`config.mk`:
```
export PLATFORM = sky130hd
export DESIGN_NAME = page_frame_manager_nru_top
export DESIGN_NICKNAME = d
export VERILOG_FILES = /design/src/sv/pfm_nru_pkg.sv /design/src/sv/page_frame_manager_nru_top.sv
export SDC_FILE = /design/constraint.sdc
export NUM_CORES = 1
export LEC_CHECK = 0
export BUFFER_PORTS_ARGS = -buffer_cell sky130_fd_sc_hd__buf_2
export CORE_MARGIN = 4
export CORE_UTILIZATION = 44
export CTS_CLUSTER_SIZE = 30
export DETAILED_ROUTE_END_ITERATION = 7
export GPL_ROUTABILITY_DRIVEN = 0
export PLACE_DENSITY_LB_ADDON = 0.1
export SLEW_MARGIN = 40
export SYNTH_ARGS = -nofsm -noshare
export SYNTH_HDL_FRONTEND = slang
export SYNTH_SLANG_ARGS = --single-unit
```
`constraint.sdc`:
```
create_clock -name clk_i -period 9.3 [get_ports clk_i]
set_input_delay 0.465 -clock clk_i [delete_from_list [all_inputs] [get_ports clk_i]]
set_output_delay 0.465 -clock clk_i [all_outputs]
set_load 0.005 [all_outputs]
```
`src/sv/pfm_nru_pkg.sv`:
```
// ----------------------------------------------------------------------------
// pfm_nru_pkg
// Shared sizes, codes and sequencer states of the NRU page frame manager.
// ----------------------------------------------------------------------------
package pfm_nru_pkg;

  localparam int NUM_FRAMES = 128;
  localparam int NUM_PAGES  = 64;
  localparam int FRAME_W    = $clog2(NUM_FRAMES);
  localparam int PAGE_W     = $clog2(NUM_PAGES);
  localparam int SCAN_W     = (FRAME_W > PAGE_W) ? FRAME_W : PAGE_W;
  localparam int CNT_W      = 8;
  localparam int CFG_IDX_W  = 1;
  localparam int STATUS_W   = 3;

  localparam logic [CNT_W-1:0] RESERVED_RST  = 8'd60;
  localparam logic [CNT_W-1:0] THRESHOLD_RST = 8'd16;

  // Configuration register indexes.
  localparam logic [CFG_IDX_W-1:0] CFG_RESERVED  = 1'b0;
  localparam logic [CFG_IDX_W-1:0] CFG_THRESHOLD = 1'b1;

  // Request kinds.
  localparam logic KIND_FAULT  = 1'b0;
  localparam logic KIND_ACCESS = 1'b1;

  typedef enum logic [STATUS_W-1:0] {
    ST_LOADED_FREE  = 3'd0,
    ST_LOADED_EVICT = 3'd1,
    ST_ACCESS       = 3'd2,
    ST_NO_FRAME     = 3'd3,
    ST_INVALID      = 3'd4
  } pfm_status_e;

  typedef enum logic [3:0] {
    S_IDLE,
    S_ACC,
    S_COUNT,
    S_DECIDE,
    S_VICTIM,
    S_PICK,
    S_VRD,
    S_EVICT,
    S_FALLBACK,
    S_COMMIT,
    S_EMIT
  } pfm_state_e;

endpackage

```
`src/sv/page_frame_manager_nru_top.sv`:
```
// ----------------------------------------------------------------------------
// page_frame_manager_nru_top
// Page frame manager with not-recently-used replacement, built around one
// scan counter that walks the frame map and the page table under a sequencer.
// ----------------------------------------------------------------------------
// Usage:
// Requests arrive on the in_* channel (kind, page, is_write) and each one
// produces exactly one result transfer on the out_* channel. An access
// request marks a mapped page as used (and dirty on a write) and returns
// its frame. A fault request for an unmapped page counts the free
// allocatable frames, then either evicts an NRU victim (when the count is
// below swap_threshold) or takes the lowest free frame, or else reports
// that no frame is left. The block works on one request at a time. An
// invalid request goes straight to the result, and an access first reads
// the frame number memory. The free count checks one frame per cycle and
// the victim scan, run only when the count is below the threshold, one
// page per cycle. The sequencer returns to idle as the result is
// registered, so the next request can be taken while that result is
// presented. The single scan counter and the registered read of the frame
// number memory set this pace.
// Results sit in an output register; a new request is taken while an older
// result still waits, and a finished request holds in its last state while
// the receiver stalls. Reset clears all map bits and loads reserved_frames
// with 60 and swap_threshold with 16; the frame number memory is not
// cleared, as it is only read for mapped pages. Configuration writes are
// always taken and are meant to be issued while the block is idle.
// ----------------------------------------------------------------------------
module page_frame_manager_nru_top
  import pfm_nru_pkg::*;
(
  input  logic                 clk_i,
  input  logic                 rst_ni,
  // Request channel.
  input  logic                 in_valid_i,
  output logic                 in_ready_o,
  input  logic                 kind_i,
  input  logic [PAGE_W-1:0]    page_i,
  input  logic                 is_write_i,
  // Result channel.
  output logic                 out_valid_o,
  input  logic                 out_ready_i,
  output logic [STATUS_W-1:0]  status_o,
  output logic [FRAME_W-1:0]   frame_o,
  output logic [PAGE_W-1:0]    victim_page_o,
  output logic                 write_back_o,
  output logic [CNT_W-1:0]     free_count_o,
  // Configuration write channel.
  input  logic                 cfg_valid_i,
  output logic                 cfg_ready_o,
  input  logic [CFG_IDX_W-1:0] cfg_index_i,
  input  logic [CNT_W-1:0]     cfg_data_i
);

  pfm_state_e state_q, state_d;

  // Configuration registers.
  logic [CNT_W-1:0] reserved_q;
  logic [CNT_W-1:0] threshold_q;

  // Frame map and page table bits, all cleared at reset.
  logic [NUM_FRAMES-1:0] frame_used_q;
  logic [NUM_PAGES-1:0]  entry_valid_q;
  logic [NUM_PAGES-1:0]  entry_use_q;
  logic [NUM_PAGES-1:0]  entry_dirty_q;

  // Frame number of each page, only meaningful while the page is mapped.
  logic [FRAME_W-1:0] frame_mem [NUM_PAGES];
  logic [FRAME_W-1:0] rdata_q;
  logic [PAGE_W-1:0]  rd_addr;
  logic               mem_we;

  // Request registers.
  logic [PAGE_W-1:0] page_q;

  // Scan state.
  logic [SCAN_W-1:0]  idx_q;
  logic [CNT_W-1:0]   cnt_q;
  logic               low_found_q;
  logic [FRAME_W-1:0] low_q;
  logic [3:0]         fnd_q;
  logic [PAGE_W-1:0]  cls_vic_q [4];
  logic [PAGE_W-1:0]  vic_q;
  logic [FRAME_W-1:0] tgt_q;

  // Result being built and the output register.
  pfm_status_e        res_status_q;
  logic [FRAME_W-1:0] res_frame_q;
  logic [PAGE_W-1:0]  res_victim_q;
  logic               res_wb_q;
  logic [CNT_W-1:0]   res_free_q;

  logic               out_valid_q;
  logic [STATUS_W-1:0] out_status_q;
  logic [FRAME_W-1:0] out_frame_q;
  logic [PAGE_W-1:0]  out_victim_q;
  logic               out_wb_q;
  logic [CNT_W-1:0]   out_free_q;

  // Scan helpers.
  logic [FRAME_W-1:0] scan_frame;
  logic [PAGE_W-1:0]  scan_page;
  logic               frame_is_free;
  logic               frames_last;
  logic               pages_last;
  logic               in_xfer;
  logic               emit;
  logic               pv, pu, pd;

  assign scan_frame    = idx_q[FRAME_W-1:0];
  assign scan_page     = idx_q[PAGE_W-1:0];
  assign frame_is_free = (CNT_W'(scan_frame) >= reserved_q) && !frame_used_q[scan_frame];
  assign frames_last   = (scan_frame == FRAME_W'(NUM_FRAMES - 1));
  assign pages_last    = (scan_page == PAGE_W'(NUM_PAGES - 1));
  assign in_xfer       = in_valid_i && in_ready_o;
  assign emit          = (state_q == S_EMIT) && (!out_valid_q || out_ready_i);
  assign pv            = entry_valid_q[scan_page];
  assign pu            = entry_use_q[scan_page];
  assign pd            = entry_dirty_q[scan_page];

  assign cfg_ready_o = 1'b1;

  // Next state.
  always_comb begin
    state_d = state_q;
    unique case (state_q)
      S_IDLE: begin
        if (in_xfer) begin
          if (kind_i == KIND_ACCESS) begin
            state_d = entry_valid_q[page_i] ? S_ACC : S_EMIT;
          end else begin
            state_d = entry_valid_q[page_i] ? S_EMIT : S_COUNT;
          end
        end
      end
      S_ACC:      state_d = S_EMIT;
      S_COUNT:    if (frames_last) state_d = S_DECIDE;
      S_DECIDE:   state_d = (cnt_q < threshold_q) ? S_VICTIM : S_FALLBACK;
      S_VICTIM:   if (pages_last) state_d = S_PICK;
      S_PICK:     state_d = (|fnd_q) ? S_VRD : S_FALLBACK;
      S_VRD:      state_d = S_EVICT;
      S_EVICT:    state_d = S_COMMIT;
      S_FALLBACK: state_d = low_found_q ? S_COMMIT : S_EMIT;
      S_COMMIT:   state_d = S_EMIT;
      S_EMIT:     if (emit) state_d = S_IDLE;
      default:    state_d = S_IDLE;
    endcase
  end

  // Sequencer outputs.
  always_comb begin
    in_ready_o = (state_q == S_IDLE);
    rd_addr    = (state_q == S_IDLE) ? page_i : vic_q;
    mem_we     = (state_q == S_COMMIT);
  end

  always_ff @(posedge clk_i or negedge rst_ni) begin
    if (!rst_ni) begin
      state_q <= S_IDLE;
    end else begin
      state_q <= state_d;
    end
  end

  // Configuration registers.
  always_ff @(posedge clk_i or negedge rst_ni) begin
    if (!rst_ni) begin
      reserved_q  <= RESERVED_RST;
      threshold_q <= THRESHOLD_RST;
    end else if (cfg_valid_i && cfg_ready_o) begin
      unique case (cfg_index_i)
        CFG_RESERVED:  reserved_q  <= cfg_data_i;
        CFG_THRESHOLD: threshold_q <= cfg_data_i;
        default: ;
      endcase
    end
  end

  // Frame number memory with a registered read port.
  always_ff @(posedge clk_i) begin
    if (mem_we) begin
      frame_mem[page_q] <= tgt_q;
    end
    rdata_q <= frame_mem[rd_addr];
  end

  // Map and table bits.
  always_ff @(posedge clk_i or negedge rst_ni) begin
    if (!rst_ni) begin
      frame_used_q  <= '0;
      entry_valid_q <= '0;
      entry_use_q   <= '0;
      entry_dirty_q <= '0;
    end else begin
      if (in_xfer && (kind_i == KIND_ACCESS) && entry_valid_q[page_i]) begin
        entry_use_q[page_i] <= 1'b1;
        if (is_write_i) begin
          entry_dirty_q[page_i] <= 1'b1;
        end
      end
      if (state_q == S_EVICT) begin
        entry_valid_q[vic_q] <= 1'b0;
      end
      if (state_q == S_COMMIT) begin
        frame_used_q[tgt_q]   <= 1'b1;
        entry_valid_q[page_q] <= 1'b1;
        entry_use_q[page_q]   <= 1'b0;
        entry_dirty_q[page_q] <= 1'b0;
      end
    end
  end

  // Scan datapath and result building.
  always_ff @(posedge clk_i) begin
    unique case (state_q)
      S_IDLE: begin
        if (in_xfer) begin
          page_q       <= page_i;
          res_status_q <= ST_INVALID;
          res_frame_q  <= '0;
          res_victim_q <= '0;
          res_wb_q     <= 1'b0;
          res_free_q   <= '0;
          idx_q        <= '0;
          cnt_q        <= '0;
          low_found_q  <= 1'b0;
          low_q        <= '0;
          fnd_q        <= '0;
        end
      end
      S_ACC: begin
        res_status_q <= ST_ACCESS;
        res_frame_q  <= rdata_q;
      end
      S_COUNT: begin
        if (frame_is_free) begin
          cnt_q <= cnt_q + CNT_W'(1);
          if (!low_found_q) begin
            low_found_q <= 1'b1;
            low_q       <= scan_frame;
          end
        end
        idx_q <= frames_last ? '0 : idx_q + SCAN_W'(1);
      end
      S_DECIDE: begin
        res_free_q   <= cnt_q;
        res_status_q <= ST_NO_FRAME;
      end
      S_VICTIM: begin
        // First page of NRU classes 0-2 and first mapped page, in one pass.
        if (pv && !pu && !pd && !fnd_q[0]) begin
          fnd_q[0] <= 1'b1; cls_vic_q[0] <= scan_page;
        end
        if (pv && !pu && pd && !fnd_q[1]) begin
          fnd_q[1] <= 1'b1; cls_vic_q[1] <= scan_page;
        end
        if (pv && pu && !pd && !fnd_q[2]) begin
          fnd_q[2] <= 1'b1; cls_vic_q[2] <= scan_page;
        end
        if (pv && !fnd_q[3]) begin
          fnd_q[3] <= 1'b1; cls_vic_q[3] <= scan_page;
        end
        idx_q <= pages_last ? '0 : idx_q + SCAN_W'(1);
      end
      S_PICK: begin
        priority if (fnd_q[0]) vic_q <= cls_vic_q[0];
        else if (fnd_q[1])     vic_q <= cls_vic_q[1];
        else if (fnd_q[2])     vic_q <= cls_vic_q[2];
        else                   vic_q <= cls_vic_q[3];
      end
      S_EVICT: begin
        tgt_q        <= rdata_q;
        res_status_q <= ST_LOADED_EVICT;
        res_frame_q  <= rdata_q;
        res_victim_q <= vic_q;
        res_wb_q     <= entry_dirty_q[vic_q];
      end
      S_FALLBACK: begin
        if (low_found_q) begin
          tgt_q        <= low_q;
          res_status_q <= ST_LOADED_FREE;
          res_frame_q  <= low_q;
        end
      end
      default: ;
    endcase
  end

  // Output register.
  always_ff @(posedge clk_i or negedge rst_ni) begin
    if (!rst_ni) begin
      out_valid_q <= 1'b0;
    end else if (emit) begin
      out_valid_q <= 1'b1;
    end else if (out_ready_i) begin
      out_valid_q <= 1'b0;
    end
  end

  always_ff @(posedge clk_i) begin
    if (emit) begin
      out_status_q <= res_status_q;
      out_frame_q  <= res_frame_q;
      out_victim_q <= res_victim_q;
      out_wb_q     <= res_wb_q;
      out_free_q   <= res_free_q;
    end
  end

  assign out_valid_o   = out_valid_q;
  assign status_o      = out_status_q;
  assign frame_o       = out_frame_q;
  assign victim_page_o = out_victim_q;
  assign write_back_o  = out_wb_q;
  assign free_count_o  = out_free_q;

  // A freshly allocated free frame must not already be in use.
  a_free_frame_unused: assert property (@(posedge clk_i) disable iff (!rst_ni)
    (state_q == S_COMMIT && res_status_q == ST_LOADED_FREE) |-> !frame_used_q[tgt_q])
    else $error("free allocation targets a used frame");

  // The free count can never exceed the number of frames already scanned.
  a_count_bound: assert property (@(posedge clk_i) disable iff (!rst_ni)
    (state_q == S_COUNT) |-> (cnt_q <= CNT_W'(scan_frame)))
    else $error("free count ran ahead of the scan");

  // The victim is a mapped page other than the faulting one.
  a_victim_mapped: assert property (@(posedge clk_i) disable iff (!rst_ni)
    (state_q == S_EVICT) |-> (entry_valid_q[vic_q] && vic_q != page_q))
    else $error("victim is not a mapped page");

  // After a commit the new mapping is valid, unused and clean.
  a_commit_fresh: assert property (@(posedge clk_i) disable iff (!rst_ni)
    (state_q == S_COMMIT) |=>
      (entry_valid_q[page_q] && !entry_use_q[page_q] && !entry_dirty_q[page_q]))
    else $error("new mapping not installed clean");

endmodule
```
After elaboration in Yosys (flattened, before gate mapping)
Memories as Yosys holds them, arrays and structs flattened. A register that Yosys moved wholly into a read port is not among the register bits. Index checks and enable logic that the tools add are counted.

Latch bits: 0. Memory bits (read-only): 0. Output and inout port bits: 28. Register bits after elaboration: 437. RAM bits: 472. Logic and storage cells: 229. Memories kept: 2.

Memories: frame_mem (words 64, width 7, rd ports 1, clocked after Yosys merged registers in 1, wr ports 1, RTL line page_frame_manager_nru_top.sv:67) `logic [FRAME_W-1:0] frame_mem [NUM_PAGES];`; cls_vic_q (words 4, width 6, rd ports 4, clocked after Yosys merged registers in 0, wr ports 2, RTL line page_frame_manager_nru_top.sv:81) `logic [PAGE_W-1:0] cls_vic_q [4];`.

Reduce and logical (&&, ||, !) cells: 58. Multiplexer cells: 93. Bitwise gates (word level): 10. Divide/modulo/power cells: 0. Shifts and indexed selects: 0. $mul: 0. $lt $le $gt $ge: 12. Equal/unequal tests: 23. Add/subtract/negate cells: 2.

Operator list (number): two-way mux 64 bit (7); bitwise AND 64 bit (3); OR 64 bit (3); inverter 64 bit (2); OR 128 bit (1); two-way mux 6 bit (7); two-way mux 7 bit (6); one-hot mux 7 bit (3 select lines) (2); two-way mux 4 bit (10); one-hot mux 4 bit (10 select lines) (1); two-way mux 1 bit (34); one-hot mux 8 bit (2 select lines) (2); binary-select mux 1 bit (select 6 bit) (5); less-than comparator 6 x 7 -> 1 bit, second input constant (4); one-hot mux 7 bit (2 select lines) (2); AND reduction 3 bit (7); != test 2 bit, second input constant (10); demux 1 bit (select 6 bit) (3); >= comparator 6 x 1 -> 1 bit, second input constant (3); logical AND 1 bit (18); == test 4 x 3 -> 1 bit, second input constant (4); less-than comparator 7 x 8 -> 1 bit, second input constant (2); two-way mux 8 bit (2); one-hot mux 3 bit (5 select lines) (1); other kinds (30) (59).

Logic depth before layout (Yosys ltp)
Gate-level depths: netlist of run 1.

Word-level depth: 12. Depth in mapped cells: 16. Mapped depth without buffers: 12.

Least setup slack after synthesis of run 1
Ideal clock, no wire load.

Path kind: register -> register. Start point: register idx_q[0]. End point: register low_q[0], enable pin. Buffers on the path: 3. Cell stages (with the launch flop): 10. Setup slack: 5.795 ns. Arrival time: 3.124 ns. Period minus slack after synthesis: 3.505 ns. Library setup time: 0.381 ns. Cell sequence: edfxtp_1 buf_2 buf_2 buf_2 mux4_2 a221oi_1 o21ai_0 a211oi_1 o211ai_1 o21ai_0.

Cells in the longest elaborated chain, start to end: 6.

Ends and longest elaborated chain: from (decl) (RTL line page_frame_manager_nru_top.sv:76) `logic [SCAN_W-1:0] idx_q;`; from (signal assigned) (RTL line page_frame_manager_nru_top.sv:242) `idx_q <= frames_last ? '0 : idx_q + SCAN_W'(1);`; from (signal assigned) (RTL line page_frame_manager_nru_top.sv:262) `idx_q <= pages_last ? '0 : idx_q + SCAN_W'(1);`; binary-select mux 1 bit (select 7 bit) (RTL line page_frame_manager_nru_top.sv:111) `assign frame_is_free = (CNT_W'(scan_frame) >= reserved_q) && !frame_used_q[scan_frame];`; two-way mux 1 bit (implied by the code) (RTL line page_frame_manager_nru_top.sv:111); zero test 1 bit (RTL line page_frame_manager_nru_top.sv:111); logical AND 1 bit (*) (RTL line page_frame_manager_nru_top.sv:111); != test 2 bit (no source line) (*); AND reduction 4 bit (no source line) (*); to (signal assigned) (RTL line page_frame_manager_nru_top.sv:239) `low_q <= scan_frame;`; to (decl) (RTL line page_frame_manager_nru_top.sv:79) `logic [FRAME_W-1:0] low_q;`.

Mark *: on every way between the ends. The rest lies on a longest branch, timed or not. The select of a mux whose other input is x is not followed. A chain may end at the register's enable or synchronous reset.

Final worst setup path of run 1
Start point: register idx_q[1]. End point: register low_q[3], enable pin.

The elaborated chain is that of the path after synthesis.

==> results of run 1 <==
[path summary, 6_finish.rpt]
path                                     to  depth (start not counted)          start  slack (ns)
setup / recovery                   low_q[3]                          8       idx_q[1]        4.84
hold / removal                reserved_q[6]                          3  cfg_data_i[6]        0.05
setup reg to reg                   low_q[3]                          8       idx_q[1]        4.84
hold reg to reg             free_count_o[0]                          0  res_free_q[0]        0.42
max in group asynchronous  frame_used_q[39]                          4         rst_ni        7.74
min in group asynchronous    threshold_q[5]                          2         rst_ni        0.24
[worst register-to-register path: cells and delay by family, from the launching register on]
| family | cells | cell delay [ns] |
|---|---|---|
| muxes | 1 | 0.46 |
| AOI/OAI and AO/OA | 6 | 1.96 |
| buffers and inverters | 1 | 0.75 |
| DFF | 1 | 0.92 |
[Yosys cell counts (7+ instances only)]
cell                       instances
sky130_fd_sc_hd__edfxtp_1        568
sky130_fd_sc_hd__nand2_1         521
sky130_fd_sc_hd__dfrtp_1         336
sky130_fd_sc_hd__nor2_1          118
sky130_fd_sc_hd__nand3_1         117
sky130_fd_sc_hd__mux4_2          114
sky130_fd_sc_hd__clkbuf_1         99
sky130_fd_sc_hd__mux2i_1          99
sky130_fd_sc_hd__o21ai_0          97
sky130_fd_sc_hd__inv_1            85
sky130_fd_sc_hd__a21o_1           71
sky130_fd_sc_hd__o21bai_1         64
sky130_fd_sc_hd__a32o_1           61
sky130_fd_sc_hd__buf_2            60
sky130_fd_sc_hd__a32oi_1          47
sky130_fd_sc_hd__o41ai_1          47
sky130_fd_sc_hd__a21oi_1          41
sky130_fd_sc_hd__a31oi_1          37
sky130_fd_sc_hd__nor3_1           33
sky130_fd_sc_hd__mux2_2           31
sky130_fd_sc_hd__a22oi_1          29
sky130_fd_sc_hd__nand2b_1         27
sky130_fd_sc_hd__and2_1           26
sky130_fd_sc_hd__nor2b_1          24
sky130_fd_sc_hd__and3_1           23
sky130_fd_sc_hd__buf_1            20
sky130_fd_sc_hd__a22o_1           19
sky130_fd_sc_hd__ha_1             18
sky130_fd_sc_hd__a41oi_1          14
sky130_fd_sc_hd__a211oi_1         11
sky130_fd_sc_hd__nand3b_1         11
sky130_fd_sc_hd__o22ai_1          10
sky130_fd_sc_hd__nor4_1            9
sky130_fd_sc_hd__xor2_1            8
sky130_fd_sc_hd__a221oi_1          7
sky130_fd_sc_hd__dfxtp_1           7
sky130_fd_sc_hd__or3_1             7
[where the power goes]
part / internal [W] / switching (W)
combinational: 0.00101 / 0.00204
sequential: 0.00473 / 0.000268
clock: 0.00221 / 0.00161
total: 0.00795 / 0.00392
[stage by stage]
step | area, sq um | total power [W]
after floorplan | 39700 | 0.00694
after global placement | 41100 | 0.00804
after detailed placement | 41200 | 0.00810
after CTS | 44400 | 0.0119
after global routing | 44600 | 0.0124
final | 44600 | 0.0119
[flip-flops by register name, indices dropped and copies added (netlist names), 24 cells and up]
| name | flops |
|---|---|
| entry_use_q | 64 |
| frame_used_q | 128 |
| entry_dirty_q | 64 |
| cls_vic_q | 24 |
| entry_valid_q | 64 |
| frame_mem | 448 |
[placed cells by master, fill, tap and decap left out, drive strengths merged, types with 8 or more instances in the layout]
master and n:
a22oi 29, a32o 61, dfrtp 336, mux2i 100
inv 88, nor2 120, o22ai 10, a41oi 14
nand2b 27, nor4 10, nand3b 11, a211oi 11
and3 23, buf 107, a21o 71, o21bai 64
o21ai 97, and2 26, ha 18, mux4 114
a32oi 47, xor2 8, nor3 33, nor2b 24
clkinv 30, a31oi 37, o41ai 47, clkbuf 145
mux2 32, nand3 117, nand2 521, a21oi 41
edfxtp 568, a22o 19
[cells by family (layout without fill, tap and decap cells)]
group,Yosys count,in the layout,share of synthesized area (%)
buffers and inverters,273,377,2.86
other,1,5,0.00945
adders and majority gates,18,18,0.568
muxes,246,246,9.92
xor gates and xnor gates,11,11,0.243
AOI/OAI and AO/OA,585,585,10.9
DFF,916,916,64.9
and+or+nand+nor,947,947,10.6
[layout make-up]
cell class | count | area [sq um] | area share [%]
well taps | 1165 | 1460 | 3.27
repair buffers | 108 | 855 | 1.92
flip-flops and latches | 916 | 25700 | 57.8
clock buffers | 145 | 2810 | 6.31
inverters | 87 | 327 | 0.733
multi-input cells | 1808 | 13000 | 29.3
clock inverters | 37 | 324 | 0.727
diodes | 4 | 10.0 | 0.0225
[layer usage]
layer,GRT usage (%),vias to the layer above,part of all wire (%)
li1,-,11358,-
met1,35.6,13652,41
met2,40.4,1214,46
met3,5.97,298,8.6
met4,10.7,4,4.5
met5,0,-,0.022
==> impl_metrics.py, run 1 <==
metrics = {
    "run_status": {
        "status": "finished, final reports clean",
    },
    "worst_setup_path": {
        "worst-path-buf-inv": 1,
        "critPathMaxStageDelay_ns": 0.92,
        "path_delay_family": "compound AO/OA/AOI/OAI gates",
        "cp_data_required_time_ns": 9.58,
        "worst_setup_path_start_kind": "flip-flop",
        "worst-path-max-fanout": 44,
        "critical-path-slowest-cell": "sky130_fd_sc_hd__edfxtp_1",
        "critPathCaptureType": "flip-flop",
        "timing.setup.critical_path_class": "reg2reg",
        "cell_breakdown_of_the_critical_path": "buf_4 > mux4_2 > a22o_1 > a221oi_1 > o21ai_0 > a211oi_1 > o211ai_1 > o21ai_1",
        "critical_path_arrival_ns": 4.74,
    },
    "route": {
        "route.antenna.remaining_nets": 0,
        "via_count": 26526,
        "post-route-drc-count": 0,
        "drt_first_pass_iters": 5,
        "drt-vias-per-instance": 6.21,
        "post_drt_wl_per_cell_um": 28.9,
        "routed_wl_mm": 123,
        "drt_iter0_markers": 2875,
    },
    "logic_synthesis": {
        "yosys_register_bits": 916,
        "synth_top_area_share_pct": 43.0,
        "synthFlopType": "sky130_fd_sc_hd__edfxtp_1",
        "syn_area_sq_mm": 0.0397,
        "yosysWarningCount": 0,
        "syn-mean-instance-area_sq_um": 13.2,
        "post_synth_main_area_contributors": "sky130_fd_sc_hd__edfxtp_1 (43%), sky130_fd_sc_hd__dfrtp_1 (21%), sky130_fd_sc_hd__mux4_2 (6.5%)",
        "synth.lib_cells_used.distinct": 70,
        "netlist.top_cell.by_area": "sky130_fd_sc_hd__edfxtp_1",
        "postSynth.asyncResetShare_pct": 37.2,
        "post_synthesis_instance_total": 2997,
        "syn_nets": 3037,
        "synth_enable_flop_cells": 568,
        "yosysSeqAreaShare_pct": 64.9,
    },
    "global_route": {
        "grt_max_degree": 102,
        "initial_antenna_violation_count": 9,
        "grt.overflow.total": 0,
        "grt_first_pass_wirelength_mm": 183,
        "grt.total_usage_pct": 26.0,
        "grt_pass1_vias": 26783,
    },
    "cts": {
        "worstSkewPairLatency_ns": 0.67,
        "h-tree-depth": 3,
        "tritoncts": "yes",
        "clock_path_buffers": 3,
        "clock_tree.root_cell": "sky130_fd_sc_hd__clkbuf_16",
        "cts.sink_count": 916,
        "path_clk_slew_ns": 0.06,
        "postCtsResizedCells": 0,
        "postCtsHoldBufs": 1,
        "postCtsSetupBuffers": 0,
        "number_of_cts_inserted_buffers": 97,
    },
    "sta": {
        "timing.clock.skew_ns": 0.0245,
        "timing.final.hold_violations": 0,
        "worstMarginPinSlew_ns": 0.974,
        "period_minus_slack_ns": 4.46,
        "timing_max_transition_violations_final": 0,
        "fmaxAchievable_ghz": 0.224,
        "layout_setup_ws_ns": 4.84,
        "unrepaired_setup_endpoints_after_global_routing": "no",
        "period_utilization_post_route_pct": 47.9,
        "final-setup-viol-count": 0,
        "max-slew-margin-rel_pct": 34.8,
        "totalNegativeSetupSlack_ns": 0,
        "worst_hold_slack_after_final_layout_ns": 0.0509,
    },
    "layout": {
        "final_net_count": 3058,
        "areaGrowthSynthToFinish_pct": 12.3,
        "non_filler_cells_in_the_finished_layout": 4270,
        "fillers": 7686,
        "share_of_cells_above_drive_strength_1_pct": 14.6,
        "finish.utilization_pct": 50.1,
    },
    "placed_design": {
        "placedCellCount": 4079,
        "dp_slack_ns": 4.49,
        "dpl.hpwl_mm": 79.3,
        "buffer_ports.inserted": 48,
    },
    "floorplan": {
        "floorplan.core_area_sq_mm": 0.0889,
        "num_rows": 109,
        "die-height_um": 308,
        "initial_core_util_pct": 44.6,
        "design.die.area_sq_mm": 0.0950,
        "floorplan.io_pins": 50,
        "dieWidth_um": 308,
    },
    "power": {
        "max-vdd-ir-drop_mv": 0.220,
        "power_per_cell_area_mw_per_mm2": 266,
        "p_leak_nw": 18.0,
    },
    "worst_hold_path": {
        "hold_class": "in2reg",
    },
    "job": {
        "timing.max_cap.violations": 0,
    },
}
No activity file was read; power rests on OpenSTA's default activity.
==> run 2, diff against run 1 <==
--- a/config.mk
+++ b/config.mk
@@ -5,6 +5,7 @@
 export SDC_FILE = /design/constraint.sdc
 export NUM_CORES = 1
 export LEC_CHECK = 0
+export ABC_AREA = 1
 export BUFFER_PORTS_ARGS = -buffer_cell sky130_fd_sc_hd__buf_2
 export CORE_MARGIN = 4
 export CORE_UTILIZATION = 44
==> constraint.sdc (replaced) <==
create_clock -name clk_i -period 3.64 [get_ports clk_i]
set_input_delay 0.182 -clock clk_i [delete_from_list [all_inputs] [get_ports clk_i]]
set_output_delay 0.182 -clock clk_i [all_outputs]
set_load 0.005 [all_outputs]
==> run 2 against run 1 <==
Net effect: clock power grew to 2.8 times the previous value; maximum frequency is 43% higher; final cell count is 35% higher; non-clock buffer count is 141 higher; area after synthesis is 5.5% higher; sequential power is 150% higher; combinational power grew to 3.5 times the previous value; worst hold slack worse by 0.021 ns; total power grew to 2.8 times the previous value; highest routed layer is now met4; sequential cell count stayed put; critical path type unchanged; die area is 5.4% higher.
==> impl_metrics.py, run 2 <==
metrics = {
    "placed_design": {
        "dp_slack_ns": 0.660,
        "dpl.hpwl_mm": 86.5,
        "placed_cell_area_sq_mm": 0.0443,
        "buffer_ports.inserted": 48,
    },
    "sta": {
        "period_minus_slack_ns": 3.13,
        "timing.final.hold_violations": 0,
        "max-slew-margin-rel_pct": 37.9,
        "period_utilization_post_route_pct": 85.9,
        "layout_setup_ws_ns": 0.514,
        "timing_max_transition_violations_final": 0,
        "fmaxAchievable_ghz": 0.320,
        "final-setup-viol-count": 0,
        "timing.clock.skew_ns": 0.0249,
        "unrepaired_setup_endpoints_after_global_routing": "no",
        "worstMarginPinSlew_ns": 0.921,
        "totalNegativeSetupSlack_ns": 0,
    },
    "worst_hold_path": {
        "holdPathStages": 5,
        "hold_class": "in2reg",
    },
    "route": {
        "post_drt_wl_per_cell_um": 23.5,
        "via_count": 32729,
        "post-route-drc-count": 0,
        "drt_iter0_markers": 3483,
        "drt_first_pass_iters": 6,
        "drt-vias-per-instance": 5.69,
        "route.antenna.remaining_nets": 0,
        "routed_wl_mm": 135,
    },
    "power": {
        "p_clk_share_pct": 31.4,
        "net-switching-power_w": 0.0124,
        "power.share.combinational_pct": 31.7,
        "power_per_cell_area_mw_per_mm2": 701,
        "p_leak_nw": 18.7,
        "intPower_w": 0.0212,
        "p_seq_share_pct": 36.9,
        "p_sw_share_pct": 37.0,
        "max-vdd-ir-drop_mv": 0.715,
        "total_power_w": 0.0336,
    },
    "global_route": {
        "grt_use_met2_pct": 41.1,
        "grt_max_degree": 129,
        "grtUsageMet3_pct": 4.87,
        "initial_antenna_violation_count": 0,
        "grt.met1_usage_pct": 38.5,
        "grt_pass1_vias": 31439,
        "grt_first_pass_wirelength_mm": 203,
        "grt.total_usage_pct": 27.0,
        "grt_most_used_layer": "met2",
        "grt.overflow.total": 0,
    },
    "worst_setup_path": {
        "critPathMaxStageDelay_ns": 0.46,
        "worst-path-max-fanout": 31,
        "cp_data_required_time_ns": 3.96,
        "timing.setup.critical_path_class": "reg2reg",
        "cell_breakdown_of_the_critical_path": "inv_4 > buf_4 > nand2_1 > a21oi_1 > a211oi_1 > nand2_1 > nand3_1 > nand3_1 > nand2_1 > nor2_1 > nand2_1 > nor2_1",
        "critical_path_arrival_ns": 3.45,
        "rr_worst_depth": 12,
        "critical-path-slowest-cell": "sky130_fd_sc_hd__edfxtp_1",
        "critPathCaptureType": "flip-flop",
        "worst_setup_path_start_kind": "flip-flop",
        "cp_common_cell": "sky130_fd_sc_hd__nand2_1",
    },
    "floorplan": {
        "num_rows": 112,
        "initial_core_util_pct": 44.6,
        "design.die.area_sq_mm": 0.100,
        "dieWidth_um": 316,
        "floorplan.io_pins": 50,
        "floorplan.core_area_sq_mm": 0.0939,
        "die-height_um": 316,
    },
    "cts": {
        "clock_path_buffers": 3,
        "postCtsResizedCells": 0,
        "h-tree-depth": 3,
        "worstSkewPairLatency_ns": 0.70,
        "postCtsSetupBuffers": 0,
        "clock_tree.root_cell": "sky130_fd_sc_hd__clkbuf_16",
        "cts.sink_count": 916,
        "path_clk_slew_ns": 0.06,
        "number_of_cts_inserted_buffers": 101,
        "tritoncts": "yes",
    },
    "logic_synthesis": {
        "post_synth_xor_area_fraction_pct": 0.105,
        "yosysSeqAreaShare_pct": 61.5,
        "largest_family_of_logic_cells_by_synthesized_area": "compound AO/OA/AOI/OAI gates",
        "synth_compound_gate_area_share_pct": 15.9,
        "syn_nets": 4341,
        "synthTopCellsByCount": "sky130_fd_sc_hd__nand2_1 (830), sky130_fd_sc_hd__edfxtp_1 (568), sky130_fd_sc_hd__o21ai_0 (491)",
        "yosysWarningCount": 0,
        "syn_area_sq_mm": 0.0419,
        "muxShareOfSynthArea_pct": 0,
        "yosys_register_bits": 916,
        "synth_simple_gate_area_share_pct": 15.7,
        "synth_top_area_share_pct": 40.7,
        "syn-mean-instance-area_sq_um": 9.73,
        "synth.lib_cells_used.distinct": 48,
        "netlist.top_cell.by_area": "sky130_fd_sc_hd__edfxtp_1",
        "synth_fa_ha_area_share_pct": 0.538,
        "synthFlopType": "sky130_fd_sc_hd__edfxtp_1",
        "post_synthesis_instance_total": 4301,
        "postSynth.asyncResetShare_pct": 37.2,
        "yosysMostFrequentCell": "sky130_fd_sc_hd__nand2_1",
        "synth_enable_flop_cells": 568,
        "post_synth_main_area_contributors": "sky130_fd_sc_hd__edfxtp_1 (41%), sky130_fd_sc_hd__dfrtp_1 (20%), sky130_fd_sc_hd__nand2_1 (7.4%)",
    },
    "layout": {
        "layout.cells.most_common_list": "sky130_fd_sc_hd__nand2_1 (830), sky130_fd_sc_hd__edfxtp_1 (568), sky130_fd_sc_hd__o21ai_0 (483)",
        "areaGrowthSynthToFinish_pct": 14.6,
        "share_of_cells_above_drive_strength_1_pct": 9.70,
        "fillers": 8605,
        "stdcell_area_sq_mm": 0.0480,
        "max_ffs_per_register": 448,
        "reg_top3": "frame_mem: 448 flops, frame_used_q: 128 flops",
        "layout_commonest_cell": "sky130_fd_sc_hd__nand2_1",
        "top_register": "frame_mem",
        "diodes": 0,
        "final_net_count": 4445,
    },
    "job": {
        "timing.max_cap.violations": 0,
    },
    "run_status": {
        "status": "finished, final reports clean",
    },
}
==> run 2: path summary, 6_finish.rpt <==
check                                from               end  slack, ns
setup / recovery                 idx_q[0]   cls_vic_q[1][3]       0.51
hold / removal                 in_valid_i        state_q[0]       0.03
hold reg to reg            res_frame_q[2]        frame_o[2]       0.42
setup reg to reg                 idx_q[0]   cls_vic_q[1][3]       0.51
min in group asynchronous          rst_ni  frame_used_q[87]       0.10
max in group asynchronous          rst_ni    entry_use_q[4]       2.55
==> run 2: layer usage <==
metal  vias up  part of all wire [%]  wire length [um]
met5         -                     0                 0
met4         0                   4.4              5890
met3       311                   7.6             10300
met2      1314                    45             60600
met1     15997                    43             58100
li1      15107                     -                 -
==> run 2: layout make-up <==
class / instances / area (sq um) / area share [%]
Clock buffer: 132 / 2750 / 5.72
Clock inverter: 59 / 664 / 1.38
Inverter: 402 / 1520 / 3.16
Multi-Input combinational cell: 2735 / 13600 / 28.4
Sequential cell: 916 / 25700 / 53.6
Tap cell: 1254 / 1570 / 3.27
Timing Repair Buffer: 249 / 2140 / 4.45
==> run 2: power by group through the flow <==
stage                     Sequential (W)  Combinational [W]  Clock [W]
after CTS                         0.0124             0.0106     0.0107
after detailed placement          0.0126             0.0106          0
after global placement            0.0126             0.0105          0
after floorplan                   0.0126            0.00616          0
final                             0.0124             0.0107     0.0106
after global routing              0.0125             0.0116     0.0112
==> run 2: repair_timing <==
item,in CTS,in global routing
endpoints found under the hold margin,110,0
setup endpoints to repair,0,0
hold buffers,16,0
==> run 2: worst max-delay path, delay by kind of cell (launching register included) <==
family | cells | cell delay [ns]
flops | 1 | 0.46
buf+inv | 2 | 0.72
simple gates | 8 | 1.34
compound gates | 2 | 0.19
==> run 2: stage by stage <==
| step | utilization (%) | instances | hold WS [ns] |
|---|---|---|---|
| 2_1_floorplan | - | 4301 | -0.114 |
| 3_3_place_gp | 47.2 | 5537 | 0.263 |
| 3_5_place_dp | 47.2 | 5537 | 0.265 |
| 4_1_cts | 51.0 | 5744 | 0.00364 |
| 5_1_grt | 51.1 | 5747 | 0.0332 |
| 6_report | 51.1 | 5747 | 0.0296 |
==> run 2: logic make-up after synthesis <==
group                      count (synthesis)
AOI/OAI and AO/OA                       1131
xor gates and xnor gates                   5
and+or+nand+nor                         1580
other                                      1
buffers and inverters                    650
adders and majority gates                 18
DFF                                      916
